## config.mk

```make
export PLATFORM = sky130hd
export DESIGN_NAME = vigenere_cipher_stream_core
export DESIGN_NICKNAME = d
export VERILOG_FILES = /design/src/vcs_pkg.sv /design/src/vigenere_cipher_stream_core.sv
export VERILOG_INCLUDE_DIRS = /design/src /design/src/src
export SDC_FILE = /design/constraint.sdc
export NUM_CORES = 1
export LEC_CHECK = 0
export ABC_AREA = 1
export BUFFER_PORTS_ARGS = -buffer_cell sky130_fd_sc_hd__buf_4
export CORE_UTILIZATION = 50
export CTS_CLUSTER_DIAMETER = 40
export DETAILED_ROUTE_END_ITERATION = 10
export GPL_TIMING_DRIVEN = 0
export PLACE_DENSITY = 0.69
export SYNTH_ARGS = -nofsm -noshare
export SYNTH_HDL_FRONTEND = slang
export SYNTH_SLANG_ARGS = --single-unit
```

## constraint.sdc

```tcl
create_clock -name clk -period 4.7 [get_ports clk]
set_clock_uncertainty 0.1 [all_clocks]
set_input_delay 0.47 -clock clk [delete_from_list [all_inputs] [get_ports clk]]
set_output_delay 0.47 -clock clk [all_outputs]
set_load 0.02 [all_outputs]
```

## src/vigenere_cipher_stream_core_macros.svh

```systemverilog
// Assertion helpers for the cipher core; they expect clk and rst_n in scope.
`ifndef VIGENERE_CIPHER_STREAM_CORE_MACROS_SVH
`define VIGENERE_CIPHER_STREAM_CORE_MACROS_SVH

// Consequence must hold in the same cycle as the antecedent.
`define VCS_ASSERT_NOW(label, ante, cons) \
    label: assert property (@(posedge clk) disable iff (!rst_n) (ante) |-> (cons)) \
        else $error("cipher core check failed");

// Consequence must hold in the cycle after the antecedent.
`define VCS_ASSERT_NEXT(label, ante, cons) \
    label: assert property (@(posedge clk) disable iff (!rst_n) (ante) |=> (cons)) \
        else $error("cipher core check failed");

`endif

```

## src/vcs_pkg.sv

```systemverilog
package vcs_pkg;

    localparam int unsigned KEY_LEN = 4;

    // Alphabet and case constants
    localparam logic [7:0] ALPHA_FIRST = 8'd97;
    localparam logic [7:0] ALPHA_LAST  = 8'd122;
    localparam logic [7:0] UPPER_FIRST = 8'd65;
    localparam logic [7:0] UPPER_LAST  = 8'd90;
    localparam logic [7:0] CASE_GAP    = 8'd32;
    localparam logic [5:0] ALPHA_SIZE  = 6'd26;

    // Register indexes of the configuration port
    localparam logic [2:0] REG_DECRYPT_MODE = 3'd0;
    localparam logic [2:0] REG_KEY_LETTER_0 = 3'd1;
    localparam logic [2:0] REG_KEY_LETTER_1 = 3'd2;
    localparam logic [2:0] REG_KEY_LETTER_2 = 3'd3;
    localparam logic [2:0] REG_KEY_LETTER_3 = 3'd4;

    // Rotation amount, 0..25
    typedef logic [4:0] shift_t;
    typedef logic [1:0] key_pos_t;

    // (key - 97) mod 26 over the full 7-bit code; key + 33 stays below 161,
    // so six conditional subtractions bring it under 26.
    function automatic shift_t key_shift(input logic [6:0] key);
        logic [7:0] v;
        v = {1'b0, key} + 8'd33;
        for (int i = 0; i < 6; i++)
        begin
            if (v >= {2'b00, ALPHA_SIZE})
            begin
                v = v - {2'b00, ALPHA_SIZE};
            end
        end
        return v[4:0];
    endfunction

endpackage

```

## src/vigenere_cipher_stream_core.sv

```systemverilog
// Vigenere byte cipher with a four-letter keyword.
// Input stream (s_axis_*): one text byte per transfer in tdata, tlast marks the
// last byte of a message. Output stream (m_axis_*): the lower-cased byte,
// rotated within a..z when it is a letter, with tlast copied through.
// Configuration: cfg_we/cfg_index/cfg_data write register 0 (decrypt mode)
// or registers 1..4 (keyword letters as lowercase ASCII); write only while idle.
// Path: a byte accepted on s_axis is held in the input register, then in the
// result register, which presents it on m_axis.
// Throughput: one byte per cycle unless m_axis stalls, as the input and result
// registers each take a new byte every cycle; key position update is one small step.
// Reset: clears both stages, key position 0, encrypt mode, keyword "aaaa".
// Stall: when m_axis_tready is low the result holds, the input register fills
// and then s_axis_tready drops until the result is taken.
`include "vigenere_cipher_stream_core_macros.svh"

module vigenere_cipher_stream_core
    import vcs_pkg::*;
(
    input  logic       clk,
    input  logic       rst_n,
    // Input stream
    input  logic       s_axis_tvalid,
    output logic       s_axis_tready,
    input  logic [7:0] s_axis_tdata,  // [7:0] text_byte
    input  logic       s_axis_tlast,  // last_in
    // Output stream
    output logic       m_axis_tvalid,
    input  logic       m_axis_tready,
    output logic [7:0] m_axis_tdata,  // [7:0] cipher_byte
    output logic       m_axis_tlast,  // last_out
    // Configuration writes
    input  logic       cfg_we,
    input  logic [2:0] cfg_index,
    input  logic [6:0] cfg_data
);

    // Configuration state
    logic     decrypt_reg;
    shift_t   key_off_reg [KEY_LEN];
    key_pos_t key_pos_reg;
    key_pos_t key_pos_next;

    // Input stage
    logic       in_valid_reg;
    logic [7:0] in_byte_reg;
    logic       in_last_reg;
    logic       in_letter_reg;
    shift_t     in_off_reg;

    // Result stage
    logic       out_valid_reg;
    logic [7:0] out_byte_reg;
    logic       out_last_reg;

    logic       s_fire;
    logic       out_load;
    logic [7:0] folded;
    logic       is_letter;
    logic [5:0] pos;
    logic [5:0] sum;
    logic [5:0] wrapped;
    logic [7:0] result_byte;

    // Handshake: the input register frees when its byte moves to the result register
    assign out_load      = in_valid_reg && (!out_valid_reg || m_axis_tready);
    assign s_axis_tready = !in_valid_reg || out_load;
    assign s_fire        = s_axis_tvalid && s_axis_tready;

    // Fold to lower case and detect letters
    always_comb
    begin
        if (s_axis_tdata >= UPPER_FIRST && s_axis_tdata <= UPPER_LAST)
        begin
            folded = s_axis_tdata + CASE_GAP;
        end
        else
        begin
            folded = s_axis_tdata;
        end
        is_letter = (folded >= ALPHA_FIRST) && (folded <= ALPHA_LAST);
    end

    // Advance key position on letters, restart after the last byte of a message
    always_comb
    begin
        key_pos_next = key_pos_reg;
        if (s_fire)
        begin
            if (s_axis_tlast)
            begin
                key_pos_next = '0;
            end
            else if (is_letter)
            begin
                key_pos_next = key_pos_reg + 2'd1;
            end
        end
    end

    // Configuration registers; keyword letters are stored as rotation amounts
    always_ff @(posedge clk or negedge rst_n)
    begin
        if (!rst_n)
        begin
            decrypt_reg <= 1'b0;
            for (int i = 0; i < KEY_LEN; i++)
            begin
                key_off_reg[i] <= '0;
            end
        end
        else if (cfg_we)
        begin
            case (cfg_index)
                REG_DECRYPT_MODE: decrypt_reg    <= cfg_data[0];
                REG_KEY_LETTER_0: key_off_reg[0] <= key_shift(cfg_data);
                REG_KEY_LETTER_1: key_off_reg[1] <= key_shift(cfg_data);
                REG_KEY_LETTER_2: key_off_reg[2] <= key_shift(cfg_data);
                REG_KEY_LETTER_3: key_off_reg[3] <= key_shift(cfg_data);
                default: ;
            endcase
        end
    end

    // Control state
    always_ff @(posedge clk or negedge rst_n)
    begin
        if (!rst_n)
        begin
            key_pos_reg   <= '0;
            in_valid_reg  <= 1'b0;
            out_valid_reg <= 1'b0;
        end
        else
        begin
            key_pos_reg <= key_pos_next;
            if (s_axis_tready)
            begin
                in_valid_reg <= s_axis_tvalid;
            end
            if (out_load)
            begin
                out_valid_reg <= 1'b1;
            end
            else if (m_axis_tready)
            begin
                out_valid_reg <= 1'b0;
            end
        end
    end

    // Capture the folded byte and the rotation amount for its key position
    always_ff @(posedge clk)
    begin
        if (s_fire)
        begin
            in_byte_reg   <= folded;
            in_last_reg   <= s_axis_tlast;
            in_letter_reg <= is_letter;
            in_off_reg    <= key_off_reg[key_pos_reg];
        end
    end

    // Rotate within a..z
    always_comb
    begin
        pos = 6'(in_byte_reg - ALPHA_FIRST);
        if (decrypt_reg)
        begin
            sum = pos + ALPHA_SIZE - {1'b0, in_off_reg};
        end
        else
        begin
            sum = pos + {1'b0, in_off_reg};
        end
        if (sum >= ALPHA_SIZE)
        begin
            wrapped = sum - ALPHA_SIZE;
        end
        else
        begin
            wrapped = sum;
        end
        if (in_letter_reg)
        begin
            result_byte = {2'b00, wrapped} + ALPHA_FIRST;
        end
        else
        begin
            result_byte = in_byte_reg;
        end
    end

    // Result register
    always_ff @(posedge clk)
    begin
        if (out_load)
        begin
            out_byte_reg <= result_byte;
            out_last_reg <= in_last_reg;
        end
    end

    assign m_axis_tvalid = out_valid_reg;
    assign m_axis_tdata  = out_byte_reg;
    assign m_axis_tlast  = out_last_reg;

    // Checks
    `VCS_ASSERT_NEXT(a_last_restarts_key, s_fire && s_axis_tlast, key_pos_reg == 2'd0)
    `VCS_ASSERT_NEXT(a_other_keeps_key, s_fire && !is_letter && !s_axis_tlast,
                     $stable(key_pos_reg))
    `VCS_ASSERT_NOW(a_shift_in_range, in_valid_reg, in_off_reg < ALPHA_SIZE[4:0])
    `VCS_ASSERT_NEXT(a_letter_stays_letter, out_load && in_letter_reg,
                     m_axis_tdata >= ALPHA_FIRST && m_axis_tdata <= ALPHA_LAST)

endmodule

```

Word-level counts from Yosys, hierarchy flattened
Index checks and enable logic that the tools add are counted.

Output and inout port bits: 11. Register bits after elaboration: 49. Logic and storage cells: 165.

Bitwise gates (word level): 1. Reduce and logical (&&, ||, !) cells: 17. Equal/unequal tests: 4. Order comparisons: 27. Add/sub/neg operators: 30. Mux-type cells: 72.

Operator list (number): 2-to-1 mux 8 bit (59); greater-or-equal comparator 8 x 5 -> 1 bit (second input constant) (21); subtractor 8 x 5 -> 8 bit (second input constant) (17); 2-to-1 mux 5 bit (6); subtractor 5 bit (second input constant) (4); greater-or-equal comparator 8 x 7 -> 1 bit (second input constant) (2); less-or-equal comparator 8 x 7 -> 1 bit (second input constant) (2); 2-to-1 mux 6 bit (2); AND reduction 2 bit (6); binary-select mux 5 bit (select 2 bit) (1); adder 6 x 7 -> 8 bit (second input constant) (1); adder 7 x 6 -> 8 bit (second input constant) (1); adder 8 x 6 -> 8 bit (second input constant) (1); adder 6 x 5 -> 6 bit (1); adder 6 x 5 -> 6 bit (second input constant) (1); == test 3 x 2 -> 1 bit (second input constant) (2); greater-or-equal comparator 6 x 5 -> 1 bit (second input constant) (1); subtractor 6 x 5 -> 6 bit (1); subtractor 6 x 5 -> 6 bit (second input constant) (1); subtractor 6 bit (second input constant) (1); logical AND 1 bit (4); 2-to-1 mux 2 bit (2); nonzero test 2 bit (2); == test 3 x 1 -> 1 bit (second input constant) (1); other kinds (8) (11).

Depth between registers and ports, before layout
Gate-level depths: netlist (run 1).

Word-level depth: 23. Gate-level depth with buffers: 39. Depth with buffers taken out: 39.

Worst setup path before layout (run 1)
Ideal clock, no wire load.

Path kind: input -> register. Start: input cfg_data[0]. End: register key_off_reg[3] (netlist bit). Data required time: 4.483 ns. Stages: 34. Setup slack: 0.602 ns. Arrival: 3.881 ns. Path buffers: 0. Cell sequence: ha_1 -> nand2_1 -> nand2_1 -> ha_1 -> inv_1 -> nand3_1 -> nand2_1 -> inv_1 -> nand2_4 -> nor2_4 -> nand2_4 -> nand4_4 -> nand2_1 -> nand2_2 -> nor2_4 -> nand2_4 -> nand2_1 -> nand3_1 -> o21ai_0 -> nand3b_1 -> nand2_1 -> ha_1 -> nand2_1 -> inv_1 -> nand4_1 -> nand3_2 -> nand2_1 -> nand2_2 -> ha_1 -> xor2_1 -> nand2_1 -> o21ai_2 -> nand2_1 -> nand2_1.

Word-level cells in the longest chain between the ends: 23. Elaborated cells between the ends (all ways): 29. Classes of those cells: add/sub: 7; order compare: 6; mux: 16.

RTL lines: start, declared (RTL line vigenere_cipher_stream_core.sv:34) `input logic [6:0] cfg_data`; adder 7 x 6 -> 8 bit * (RTL line vcs_pkg.sv:28) `v = {1'b0, key} + 8'd33;`; subtractor 8 x 5 -> 8 bit or greater-or-equal comparator 8 x 5 -> 1 bit (tied branches) (RTL line vcs_pkg.sv:33, vcs_pkg.sv:31); 2-to-1 mux 8 bit * (RTL line vcs_pkg.sv:31) `if (v >= {2'b00, ALPHA_SIZE})`; 2-to-1 mux 8 bit * (RTL line vigenere_cipher_stream_core.sv:113) `case (cfg_index)`; 2-to-1 mux 8 bit * (RTL line vigenere_cipher_stream_core.sv:111) `else if (cfg_we)`; subtractor 8 x 5 -> 8 bit or greater-or-equal comparator 8 x 5 -> 1 bit (tied branches) (RTL line vcs_pkg.sv:33, vcs_pkg.sv:31); 2-to-1 mux 8 bit * (RTL line vcs_pkg.sv:31); 2-to-1 mux 8 bit * (RTL line vigenere_cipher_stream_core.sv:113); (+7 left out); 2-to-1 mux 8 bit * (RTL line vigenere_cipher_stream_core.sv:113); 2-to-1 mux 8 bit * (RTL line vigenere_cipher_stream_core.sv:111); subtractor 8 x 5 -> 8 bit or greater-or-equal comparator 8 x 5 -> 1 bit (tied branches) (RTL line vcs_pkg.sv:33, vcs_pkg.sv:31); 2-to-1 mux 8 bit * (RTL line vcs_pkg.sv:31); 2-to-1 mux 8 bit * (RTL line vigenere_cipher_stream_core.sv:113); 2-to-1 mux 8 bit * (RTL line vigenere_cipher_stream_core.sv:111); greater-or-equal comparator 8 x 5 -> 1 bit or subtractor 5 bit (tied branches) (RTL line vcs_pkg.sv:31, vcs_pkg.sv:33); 2-to-1 mux 5 bit * (RTL line vcs_pkg.sv:31); end, declared (RTL line vigenere_cipher_stream_core.sv:39) `shift_t key_off_reg [KEY_LEN];`.

Every way passes the cells marked *; elsewhere a longest branch is shown, timed or not. The select of a mux whose other input is x is not followed. A chain may end at the register's enable or synchronous reset.

Worst setup path after layout (run 1)
Start: input cfg_data[1]. End: register key_off_reg[13] (netlist bit).

The elaborated chain is that of the path after synthesis.

==> qor.log, run 1 <==
qor: status.run_status finished clean
qor: yosys.synth_cell_types 48
qor: global_routing.total_track_usage 0.197
qor: min_path.min_path_cells 1
qor: min_path.min_to in_byte_reg[0]$_DFFE_PP_
qor: yosys.seq_area_frac_synth 0.345
qor: run.drv_cap 0
qor: die.start_util 0.526
qor: clock_network.h-tree-depth 2
qor: critical_path.r2r-end m_axis_tdata[4]$_DFFE_PP_
qor: global_routing.globalRouteOverflowTotal 0
qor: placed_design.pre_cts_slack -0.0171 ns
qor: route.via_density_per_instance 5.13
qor: power.static_leakage 2.20 nW
qor: die.std_cell_rows 31
qor: route.first_pass_iters 4
qor: power.clk_network_pwr_share 0.098
qor: critical_path.rr_worst_depth 17
qor: route.postRouteWirelength 7.98 mm
qor: timing.drv_slew 0
qor: placed_design.port-buffer-count 34
qor: route.post-route-drc-count 0
qor: cells_and_area.largest_reg_flops 20
qor: die.die_h 90.3 um
qor: yosys.ys_dominant_reg_cell dfrtp_1
qor: route.routed-via-count 3336
qor: critical_path.worstSetupStartpointType input port
qor: yosys.async_s_r_ff_share_synth 0.510
qor: clock_network.ctsRootBufferMaster clkbuf_8
qor: clock_network.insertion_delay 0.30 ns
qor: die.die_area 8150 um2
qor: critical_path.end_kind register
qor: cells_and_area.finalNetCount 598
qor: die.number_of_top_level_design_ports 35
qor: global_routing.maximum_number_of_pins_on_one_net_before_global_route_repair 26
qor: clock_network.ctsLongestPathBuffers 2
qor: timing.tightest_slew 0.907 ns
qor: critical_path.path_max_fanout 8
qor: power.vdd_drop_max 0.000499 V
qor: critical_path.timing.critical_path.slowest_cell_delay 0.35 ns
qor: critical_path.critical_path.most_common_cell nand2_1
qor: cells_and_area.filler_cell_count 697
qor: critical_path.timing.critical_path.from cfg_data[1]
qor: yosys.synthesis.area 3900 um2
qor: critical_path.worst-endpoint-arrival 4.48 ns
qor: placed_design.dp.final_hpwl 6.35 mm
qor: power.switching_share_of_power 0.481
qor: die.floorplan.die.width 90.3 um
qor: global_routing.antenna_violations_before_repair 0
qor: placed_design.routability_congestion_estimate 0.837
qor: cells_and_area.layout.area.seq 1350 um2
qor: critical_path.worst_r2r_startpoint in_byte_reg[0]$_DFFE_PP_
qor: yosys.syn_area_per_cell 7.71 um2
qor: power.internal_dissipation 1.26 mW
qor: cells_and_area.multi_input_area 2310 um2
qor: route.final_antenna_net_count 0
qor: clock_network.cts_tree done
qor: clock_network.clkSinkCount 49
qor: yosys.synthesis.instances 506
qor: power.p_total 2.42 mW
qor: timing.period_needed 4.33 ns
qor: power.switchingPower 1.17 mW
qor: critical_path.critical_path.slowest_cell ha_2
qor: power.power.sequential.fraction 0.271
qor: timing.slew_headroom 0.390
qor: cells_and_area.syn_to_final_growth 13.7%
qor: route.drc_marker_count_from_the_first_detailed_route_iteration 165
qor: critical_path.cp_data_required_time 4.84 ns
qor: global_routing.global_route_wire_length_before_repair 13.3 mm
qor: route.post_drt_wl_per_cell 12.3 um
qor: critical_path.worst-setup-path-type input port to register
qor: yosys.ys_warn_count 0
qor: power.share_comb_of_total_power 0.631
qor: yosys.flip_flop_and_latch_count_after_synthesis 49
qor: cells_and_area.post_route_cells_drive_above_1_share 0.187
qor: min_path.hold_path.startpoint s_axis_tdata[0]
qor: power.pwr_density_cell 547 nW/um2
qor: global_routing.number_of_global_route_vias_before_repair 3059
qor: die.core_area 7410 um2
qor: yosys.synth_edf_count 24
qor: timing.final.period_utilization 0.922
qor: clock_network.tritoncts.num_buffers 5
qor: timing.fmaxAchievable 231 MHz
qor: clock_network.path_clk_slew 0.09 ns
qor: min_path.hold_path.class input port to register
qor: timing.hold_viol_final 0
qor: critical_path.rrSetupSlack 0.72 ns
qor: yosys.postSynthNetCount 554
qor: cells_and_area.num_antenna_cells 0
qor: timing.setup_viol 0
qor: timing.final.setup.worst_slack 0.368 ns
==> how the worst max path moves through the flow <==
| stage | end | slack (ns) | cells after the start |
|---|---|---|---|
| final | key_off_reg[13]$_DFFE_PN0P_ | 0.37 | 35 |
| after global routing | key_off_reg[13]$_DFFE_PN0P_ | -0.03 | 38 |
| after CTS | key_off_reg[13]$_DFFE_PN0P_ | 0.29 | 35 |
| after detailed placement | key_off_reg[8]$_DFFE_PN0P_ | -0.02 | 35 |
| after global placement | key_off_reg[14]$_DFFE_PN0P_ | 0.11 | 38 |
| after floorplan | key_off_reg[3]$_DFFE_PN0P_ | 0.60 | 34 |
==> through the flow <==
step / cell area, um2 / hold WS, ns / cells / utilization / setup TNS, ns
6_report: 4430 / 0.258 / 650 / 0.598 / 0
5_1_grt: 4430 / 0.241 / 650 / 0.598 / -0.0783
4_1_cts: 4370 / 0.251 / 648 / 0.590 / 0
3_5_place_dp: 4280 / 0.294 / 639 / 0.577 / -0.0386
3_3_place_gp: 4280 / 0.294 / 639 / 0.577 / 0
2_1_floorplan: 3900 / 0.0744 / 506 / - / 0
==> Yosys cell counts, types with 6 or more instances <==
cell	number	area (um2)
a21oi_1	14	70.1
dfrtp_1	25	626
edfxtp_1	24	721
ha_1	22	275
inv_1	66	248
nand2_1	132	495
nand2_2	16	100
nand2_4	7	78.8
nand3_1	42	210
nand3_2	7	70.1
nand4_1	12	75.1
nor2_1	30	113
nor2_4	6	67.6
o21ai_0	32	160
o22ai_1	6	37.5
xnor2_1	8	70.1
xor2_1	10	87.6
==> cell families after synthesis <==
kind of cell             count (synthesis)  share of synthesized area
flip-flops                              49                      0.345
XOR/XNOR                                18                     0.0404
buffers and inverters                   76                     0.0741
AO/OA/AOI/OAI                           70                      0.107
adder cells (fa/ha/maj)                 24                     0.0809
AND/OR/NAND/NOR                        269                      0.352
==> cell usage in the layout, fill, tap and decap left out, types with 2 or more instances in the layout <==
cell type	netlist	final
nand3_1	42	42
nand3b_1	2	2
nand4_1	12	12
clkbuf_1	3	3
edfxtp_1	24	24
o21ai_0	32	31
a21oi_2	3	4
o22ai_1	6	6
nand3_2	7	5
clkbuf_8	0	5
xnor2_1	8	8
a31oi_1	2	2
clkinv_1	2	2
nor2_1	30	30
xor2_1	10	10
nand2_2	16	18
nor3_1	3	3
nand4_4	2	2
o21a_1	2	2
a21oi_1	14	13
inv_1	66	65
nand3_4	1	3
ha_1	22	21
nand2_4	7	7
inv_2	4	5
nor2_4	6	6
nand2_1	132	130
dfrtp_1	25	25
fa_1	2	2
or3_1	2	2
buf_4	1	37
==> worst max-delay path, delay by kind of cell <==
family / cells / cell delay, ns
AND/OR/NAND/NOR: 24 / 2.45
adder cells (fa/ha/maj): 4 / 0.95
AO/OA/AOI/OAI: 1 / 0.11
XOR/XNOR: 1 / 0.16
buffers and inverters: 5 / 0.36
==> per-layer routing <==
metal	up-vias	track usage	part of all wire
li1	1767	-	-
met1	1524	0.257	0.48
met2	39	0.344	0.49
met3	6	0.0370	0.022
met4	0	0.0376	0.0085
met5	-	0	0
==> final cells by class <==
type | instances | area share
multi-input combinational | 381 | 0.520
sequential | 49 | 0.304
timing repair buffer | 37 | 0.0632
inverter | 72 | 0.0610
tap | 99 | 0.0280
clock buffer | 5 | 0.0155
buffer | 4 | 0.00423
clock inverter | 3 | 0.00395
==> power groups by stage <==
| stage | clock network (mW) | registers, mW | logic, mW |
|---|---|---|---|
| CTS | 0.244 | 0.656 | 1.51 |
| global route | 0.262 | 0.668 | 1.75 |
| global placement | 0 | 0.663 | 1.46 |
| finish | 0.237 | 0.657 | 1.53 |
| detailed placement | 0 | 0.665 | 1.50 |
| floorplan | 0 | 0.671 | 1.17 |
==> timing repair <==
item,in CTS,in global routing
setup endpoints to repair,0,16
endpoints found under the hold margin,25,0
resized for setup,0,10
hold buffers,1,0
setup buffers,0,2
Note: power is estimated with default switching activity, not from simulation.
==> inputs of run 2 (changes only) <==
--- a/config.mk
+++ b/config.mk
@@ -8,11 +8,13 @@
 export LEC_CHECK = 0
 export ABC_AREA = 1
 export BUFFER_PORTS_ARGS = -buffer_cell sky130_fd_sc_hd__buf_4
+export CORE_MARGIN = 1.5
 export CORE_UTILIZATION = 50
 export CTS_CLUSTER_DIAMETER = 40
 export DETAILED_ROUTE_END_ITERATION = 10
 export GPL_TIMING_DRIVEN = 0
 export PLACE_DENSITY = 0.69
+export SETUP_SLACK_MARGIN = 0.15
 export SYNTH_ARGS = -nofsm -noshare
 export SYNTH_HDL_FRONTEND = slang
 export SYNTH_SLANG_ARGS = --single-unit
==> run 2 against run 1 <==
Die area grew 2.2%. Cell count increased by 1.2%. Non-clock buffer count rose by 5. Sequential power barely moved. Wire length increased by 0.21%. Via count increased by 0.66%. Critical path depth up 2. Final area rose by 2.3%. Global-route usage grew 0.62 points. Register-to-register slack got worse by 0.03 ns.
==> qor.log, run 2 (synthesis gave the netlist of run 1 again) <==
qor: status.run_status finished clean
qor: clock_network.h-tree-depth 2
qor: route.drc_marker_count_from_the_first_detailed_route_iteration 99
qor: timing.hold_viol_final 0
qor: route.post_drt_wl_per_cell 12.2 um
qor: clock_network.clkSinkCount 49
qor: timing.final.period_utilization 0.879
qor: critical_path.worst-endpoint-arrival 4.27 ns
qor: cells_and_area.mostFrequentLayoutCell nand2_1
qor: min_path.hold_path.class input port to register
qor: cells_and_area.largest_reg_flops 20
qor: cells_and_area.layout.area.seq 1350 um2
qor: power.vdd_drop_max 0.000626 V
qor: cells_and_area.post_route_cells_drive_above_1_share 0.205
qor: critical_path.critical_path.most_common_cell nand2_1
qor: critical_path.critical_path.slowest_cell ha_2
qor: power.clk_network_pwr_share 0.098
qor: die.die_h 91.3 um
qor: cells_and_area.filler_cell_count 692
qor: global_routing.total_track_usage 0.204
qor: clock_network.ctsLongestPathBuffers 2
qor: power.share_comb_of_total_power 0.637
qor: timing.final.setup.worst_slack 0.568 ns
qor: placed_design.pre_cts_slack -0.0102 ns
qor: timing.setup_viol 0
qor: route.first_pass_iters 5
qor: critical_path.worst-setup-path-type input port to register
qor: power.static_leakage 2.23 nW
qor: global_routing.antenna_violations_before_repair 0
qor: timing.whs 0.269 ns
qor: clock_network.tritoncts.num_buffers 5
qor: critical_path.cp_data_required_time 4.84 ns
qor: critical_path.worstSetupStartpointType input port
qor: cells_and_area.num_antenna_cells 0
qor: clock_network.path_clk_slew 0.08 ns
qor: timing.tightest_slew 0.932 ns
qor: die.start_util 0.510
qor: die.std_cell_rows 32
qor: timing.setup_repair_after_global_routing_missed_its_margin no
qor: placed_design.dp.final_hpwl 6.37 mm
qor: route.via_density_per_instance 5.10
qor: critical_path.worst-path-buf-inv 4
qor: clock_network.insertion_delay 0.30 ns
qor: cells_and_area.finalNetCount 603
qor: cells_and_area.multi_input_area 2360 um2
qor: placed_design.port-buffer-count 34
qor: route.postRouteWirelength 8.00 mm
qor: die.floorplan.die.width 91.3 um
qor: global_routing.globalRouteOverflowTotal 0
qor: power.power.sequential.fraction 0.264
qor: die.die_area 8340 um2
qor: timing.drv_slew 0
qor: placed_design.routability_congestion_estimate 0.842
qor: route.routed-via-count 3358
qor: timing.fmaxAchievable 242 MHz
qor: critical_path.timing.critical_path.slowest_cell_delay 0.20 ns
qor: global_routing.number_of_global_route_vias_before_repair 3198
qor: die.number_of_top_level_design_ports 35
qor: cells_and_area.layout_common_cells nand2_1 (125), inv_1 (65), nand3_1 (42), buf_4 (42), o21ai_0 (31)
qor: power.internal_dissipation 1.30 mW
qor: route.post-route-drc-count 0
qor: global_routing.global_route_wire_length_before_repair 14.1 mm
qor: critical_path.cpLargestDelayFamily simple AND/OR/NAND/NOR gates
qor: global_routing.maximum_number_of_pins_on_one_net_before_global_route_repair 26
qor: run.drv_cap 0
qor: critical_path.path_max_fanout 7
qor: cells_and_area.syn_to_final_growth 16.3%
qor: die.core_area 7650 um2
qor: power.pwr_density_cell 550 nW/um2
qor: route.final_antenna_net_count 0
qor: clock_network.cts_tree done
qor: timing.period_needed 4.13 ns
qor: timing.slew_headroom 0.379
qor: clock_network.ctsRootBufferMaster clkbuf_8
qor: power.p_total 2.50 mW
qor: power.switchingPower 1.19 mW
qor: critical_path.end_kind register
qor: power.switching_share_of_power 0.478
[run 2: cell count changes in the layout (fill, tap and decap cells not counted), moves of 2 or more]
| cell | change |
|---|---|
| buf_4 | +5 |
| nand2_2 | +4 |
| ha_1 | -2 |
| clkbuf_1 | +2 |
| nand2_1 | -5 |
[run 2: worst register-to-register path: stages (launching register included)]
cell and delay [ns]:
edfxtp_1 0.37, inv_1 0.08, ha_1 0.34, inv_1 0.06
ha_1 0.29, ha_1 0.24, fa_1 0.42, o21ai_0 0.33
inv_1 0.11, nor2_1 0.16, nor3_1 0.10, nor2_1 0.25
xor2_1 0.24, ha_1 0.22, nand2_1 0.06, nor2_1 0.18
nand2_1 0.07, nand2_1 0.07, o21ai_0 0.07
[run 2: final timing paths]
| check | from | to | slack (ns) | cells after the start |
|---|---|---|---|---|
| max | cfg_data[1] | key_off_reg[14]$_DFFE_PN0P_ | 0.57 | 37 |
| min | s_axis_tdata[4] | in_byte_reg[4]$_DFFE_PP_ | 0.27 | 1 |
| max reg2reg | in_byte_reg[0]$_DFFE_PP_ | m_axis_tdata[6]$_DFFE_PP_ | 0.69 | 18 |
| min reg2reg | in_last_reg$_DFFE_PP_ | m_axis_tlast$_DFFE_PP_ | 0.36 | 0 |
| max in group asynchronous | rst_n | decrypt_reg$_DFFE_PN0P_ | 3.74 | 2 |
| min in group asynchronous | rst_n | key_off_reg[14]$_DFFE_PN0P_ | 0.50 | 2 |
[run 2: metal layers]
| metal | vias up | part of all wire | track usage | routed length [um] |
|---|---|---|---|---|
| met1 | 1547 | 0.48 | 0.276 | 3840 |
| met4 | 0 | 0.0060 | 0.0313 | 48 |
| met2 | 29 | 0.49 | 0.350 | 3920 |
| met5 | - | 0 | 0 | 0 |
| met3 | 6 | 0.023 | 0.0318 | 187 |
| li1 | 1776 | - | - | - |
[run 2: layout make-up]
class | count | share of cell area
multi-input combinational | 381 | 0.521
inverter | 72 | 0.0596
sequential | 49 | 0.297
timing repair buffer | 42 | 0.0701
buffer | 4 | 0.00414
clock buffer | 8 | 0.0199
tap | 102 | 0.0281
[run 2: what timing repair did]
action,4_1_cts,5_1_grt
gates resized for setup,0,23
setup buffers,0,7
setup endpoints to repair,0,16
hold buffers,1,0
hold endpoints to repair,25,0
[run 2: power groups by stage]
stage / Sequential [mW] / Clock [mW] / Combinational, mW
after global routing: 0.673 / 0.269 / 1.81
final: 0.659 / 0.246 / 1.59
after CTS: 0.659 / 0.252 / 1.51
after global placement: 0.667 / 0 / 1.46
after detailed placement: 0.668 / 0 / 1.50
after floorplan: 0.671 / 0 / 1.17
[run 2: metrics by stage]
| step | TNS [ns] | utilization | instance area (um2) | std cells |
|---|---|---|---|---|
| after floorplan | 0 | - | 3900 | 506 |
| final | 0 | 0.593 | 4540 | 658 |
| after detailed placement | -0.0102 | 0.560 | 4280 | 642 |
| after global routing | 0 | 0.593 | 4540 | 658 |
| after global placement | 0 | 0.560 | 4280 | 642 |
| after CTS | 0 | 0.573 | 4380 | 651 |
==> inputs of run 3 (changes only) <==
--- a/config.mk
+++ b/config.mk
@@ -12,7 +12,6 @@
 export CORE_UTILIZATION = 50
 export CTS_CLUSTER_DIAMETER = 40
 export DETAILED_ROUTE_END_ITERATION = 10
-export GPL_TIMING_DRIVEN = 0
 export PLACE_DENSITY = 0.69
 export SETUP_SLACK_MARGIN = 0.15
 export SYNTH_ARGS = -nofsm -noshare
==> run 3 against run 2 <==
Non-clock buffer count shrank 5. Global-route usage grew 0.98 points. Sequential power grew 0.9%. Via count grew 1.3%. Utilization shrank 0.72 points. Worst setup slack lost 0.10 ns.
==> qor.log, run 3 (synthesis gave the netlist of run 1 again) <==
qor: timing.drv_slew 0
qor: global_routing.maximum_number_of_pins_on_one_net_before_global_route_repair 26
qor: die.number_of_top_level_design_ports 35
qor: route.via_density_per_instance 5.21
qor: clock_network.path_clk_slew 0.08 ns
qor: status.run_status finished clean
qor: critical_path.worstSetupStartpointType input port
qor: cells_and_area.post_route_cells_drive_above_1_share 0.200
qor: clock_network.h-tree-depth 2
qor: run.drv_cap 0
qor: timing.final.period_utilization 0.901
qor: timing.period_needed 4.24 ns
qor: critical_path.r2r-end m_axis_tdata[4]$_DFFE_PP_
qor: global_routing.global_route.peak_usage_layer met2
qor: die.core_area 7650 um2
qor: route.post_drt_wl_per_cell 12.8 um
qor: timing.tightest_slew 0.899 ns
qor: timing.setup_repair_after_global_routing_missed_its_margin no
qor: power.vdd_drop_max 0.000549 V
qor: critical_path.worst_r2r_startpoint in_byte_reg[0]$_DFFE_PP_
qor: clock_network.cts_tree done
qor: timing.slew_headroom 0.400
qor: critical_path.path_max_fanout 8
qor: critical_path.timing.critical_path.from cfg_data[1]
qor: global_routing.antenna_violations_before_repair 0
qor: critical_path.cp_data_required_time 4.80 ns
qor: timing.fmaxAchievable 236 MHz
qor: critical_path.critPathCapture key_off_reg[18]$_DFFE_PN0P_
qor: placed_design.placed_cell_area 4260 um2
qor: placed_design.dp.final_hpwl 6.58 mm
qor: critical_path.end_kind register
qor: cells_and_area.num_antenna_cells 0
qor: clock_network.tritoncts.num_buffers 5
qor: critical_path.rr_worst_depth 17
qor: clock_network.ctsLongestPathBuffers 2
qor: power.pwr_density_cell 563 nW/um2
qor: power.static_leakage 2.22 nW
qor: clock_network.clkSinkCount 49
qor: die.start_util 0.510
qor: power.p_total 2.52 mW
qor: cells_and_area.finalInstanceArea 4480 um2
qor: critical_path.rrSetupSlack 0.65 ns
qor: cells_and_area.layout.cells.non_filler 653
qor: critical_path.worst-endpoint-arrival 4.33 ns
qor: cells_and_area.layout_common_cells nand2_1 (127), inv_1 (66), nand3_1 (40), buf_4 (39), o21ai_0 (31)
qor: cells_and_area.layout.area.seq 1350 um2
qor: global_routing.total_track_usage 0.213
qor: placed_design.port-buffer-count 34
qor: global_routing.globalRouteOverflowTotal 0
qor: die.floorplan.die.width 91.3 um
qor: die.std_cell_rows 32
qor: route.drc_marker_count_from_the_first_detailed_route_iteration 165
qor: route.routed-via-count 3402
qor: route.post-route-drc-count 0
qor: cells_and_area.finalNetCount 598
qor: clock_network.ctsRootBufferMaster clkbuf_8
qor: global_routing.grtUsageMet2 0.368
qor: placed_design.routability_congestion_estimate 0.884
qor: cells_and_area.syn_to_final_growth 14.9%
qor: cells_and_area.largest_reg_flops 20
qor: critical_path.critical_path.most_common_cell nand2_1
qor: global_routing.global_route.usage.met1 0.277
qor: global_routing.number_of_global_route_vias_before_repair 3321
qor: die.die_h 91.3 um
qor: global_routing.grtUsageMet3 0.0352
qor: timing.setup-tns-final 0 ns
qor: timing.hold_viol_final 0
qor: critical_path.worst-setup-path-type input port to register
qor: clock_network.insertion_delay 0.30 ns
qor: die.die_area 8340 um2
qor: route.final_antenna_net_count 0
qor: cells_and_area.filler_cell_count 701
qor: route.first_pass_iters 4
qor: global_routing.global_route_wire_length_before_repair 14.6 mm
qor: critical_path.timing.critical_path.slowest_cell_delay 0.33 ns
qor: timing.setup_viol 0
qor: placed_design.placedCellCount 638
qor: critical_path.critical_path.slowest_cell o211ai_2
qor: cells_and_area.multi_input_area 2330 um2
qor: min_path.hold_path.class input port to register
qor: cells_and_area.mostFrequentLayoutCell nand2_1
qor: route.postRouteWirelength 8.34 mm
[run 3: changes by cell type in the layout (fill, tap and decap cells not counted), sizes merged]
cell,previous run,this run
clkinvlp,0,2
clkbuf,11,5
inv,70,71
buf,42,40
[run 3: layout make-up]
type                       count  area share
clock buffer                   5      0.0154
clock inverter                 3     0.00475
inverter                      72      0.0603
multi-input combinational    381       0.521
sequential                    49       0.300
tap                          102      0.0285
timing repair buffer          41      0.0701
[run 3: what timing repair did]
action                     CTS  global route
hold buffers                 1             0
hold endpoints to repair    25             0
setup endpoints to repair    0            16
setup buffers                0             6
resized for setup            0            16
[run 3: critical path, delay by kind of cell]
kind / cells / cell delay, ns
XOR/XNOR: 1 / 0.16
adder cells (fa/ha/maj): 4 / 0.75
buffers and inverters: 6 / 0.49
AO/OA/AOI/OAI: 3 / 0.63
AND/OR/NAND/NOR: 21 / 1.82
[run 3: layer usage]
layer / up-vias / part of all wire
met5: - / 0
met4: 0 / 0.015
met3: 14 / 0.027
met2: 61 / 0.50
met1: 1568 / 0.46
li1: 1759 / -
[run 3: how the worst min path moves through the flow]
stage / start / to / cells past startpoint
after floorplan: rst_n / decrypt_reg$_DFFE_PN0P_ / 0
final: s_axis_tdata[1] / in_byte_reg[1]$_DFFE_PP_ / 1
after detailed placement: rst_n / key_off_reg[11]$_DFFE_PN0P_ / 1
after global placement: rst_n / key_off_reg[17]$_DFFE_PN0P_ / 1
after CTS: s_axis_tdata[4] / in_byte_reg[4]$_DFFE_PP_ / 1
after global routing: s_axis_tdata[1] / in_byte_reg[1]$_DFFE_PP_ / 1
[run 3: power by group]
part	internal, mW	switching [mW]
Sequential	0.590	0.0755
Combinational	0.612	1.00
Clock	0.105	0.138
[run 3: stage by stage]
step	utilization	hold slack, ns	setup WS [ns]
after floorplan	-	0.0744	0.602
after global placement	0.557	0.291	0.128
after detailed placement	0.557	0.291	0.0356
after CTS	0.571	0.250	0.364
after global routing	0.586	0.244	0.112
final	0.586	0.261	0.464
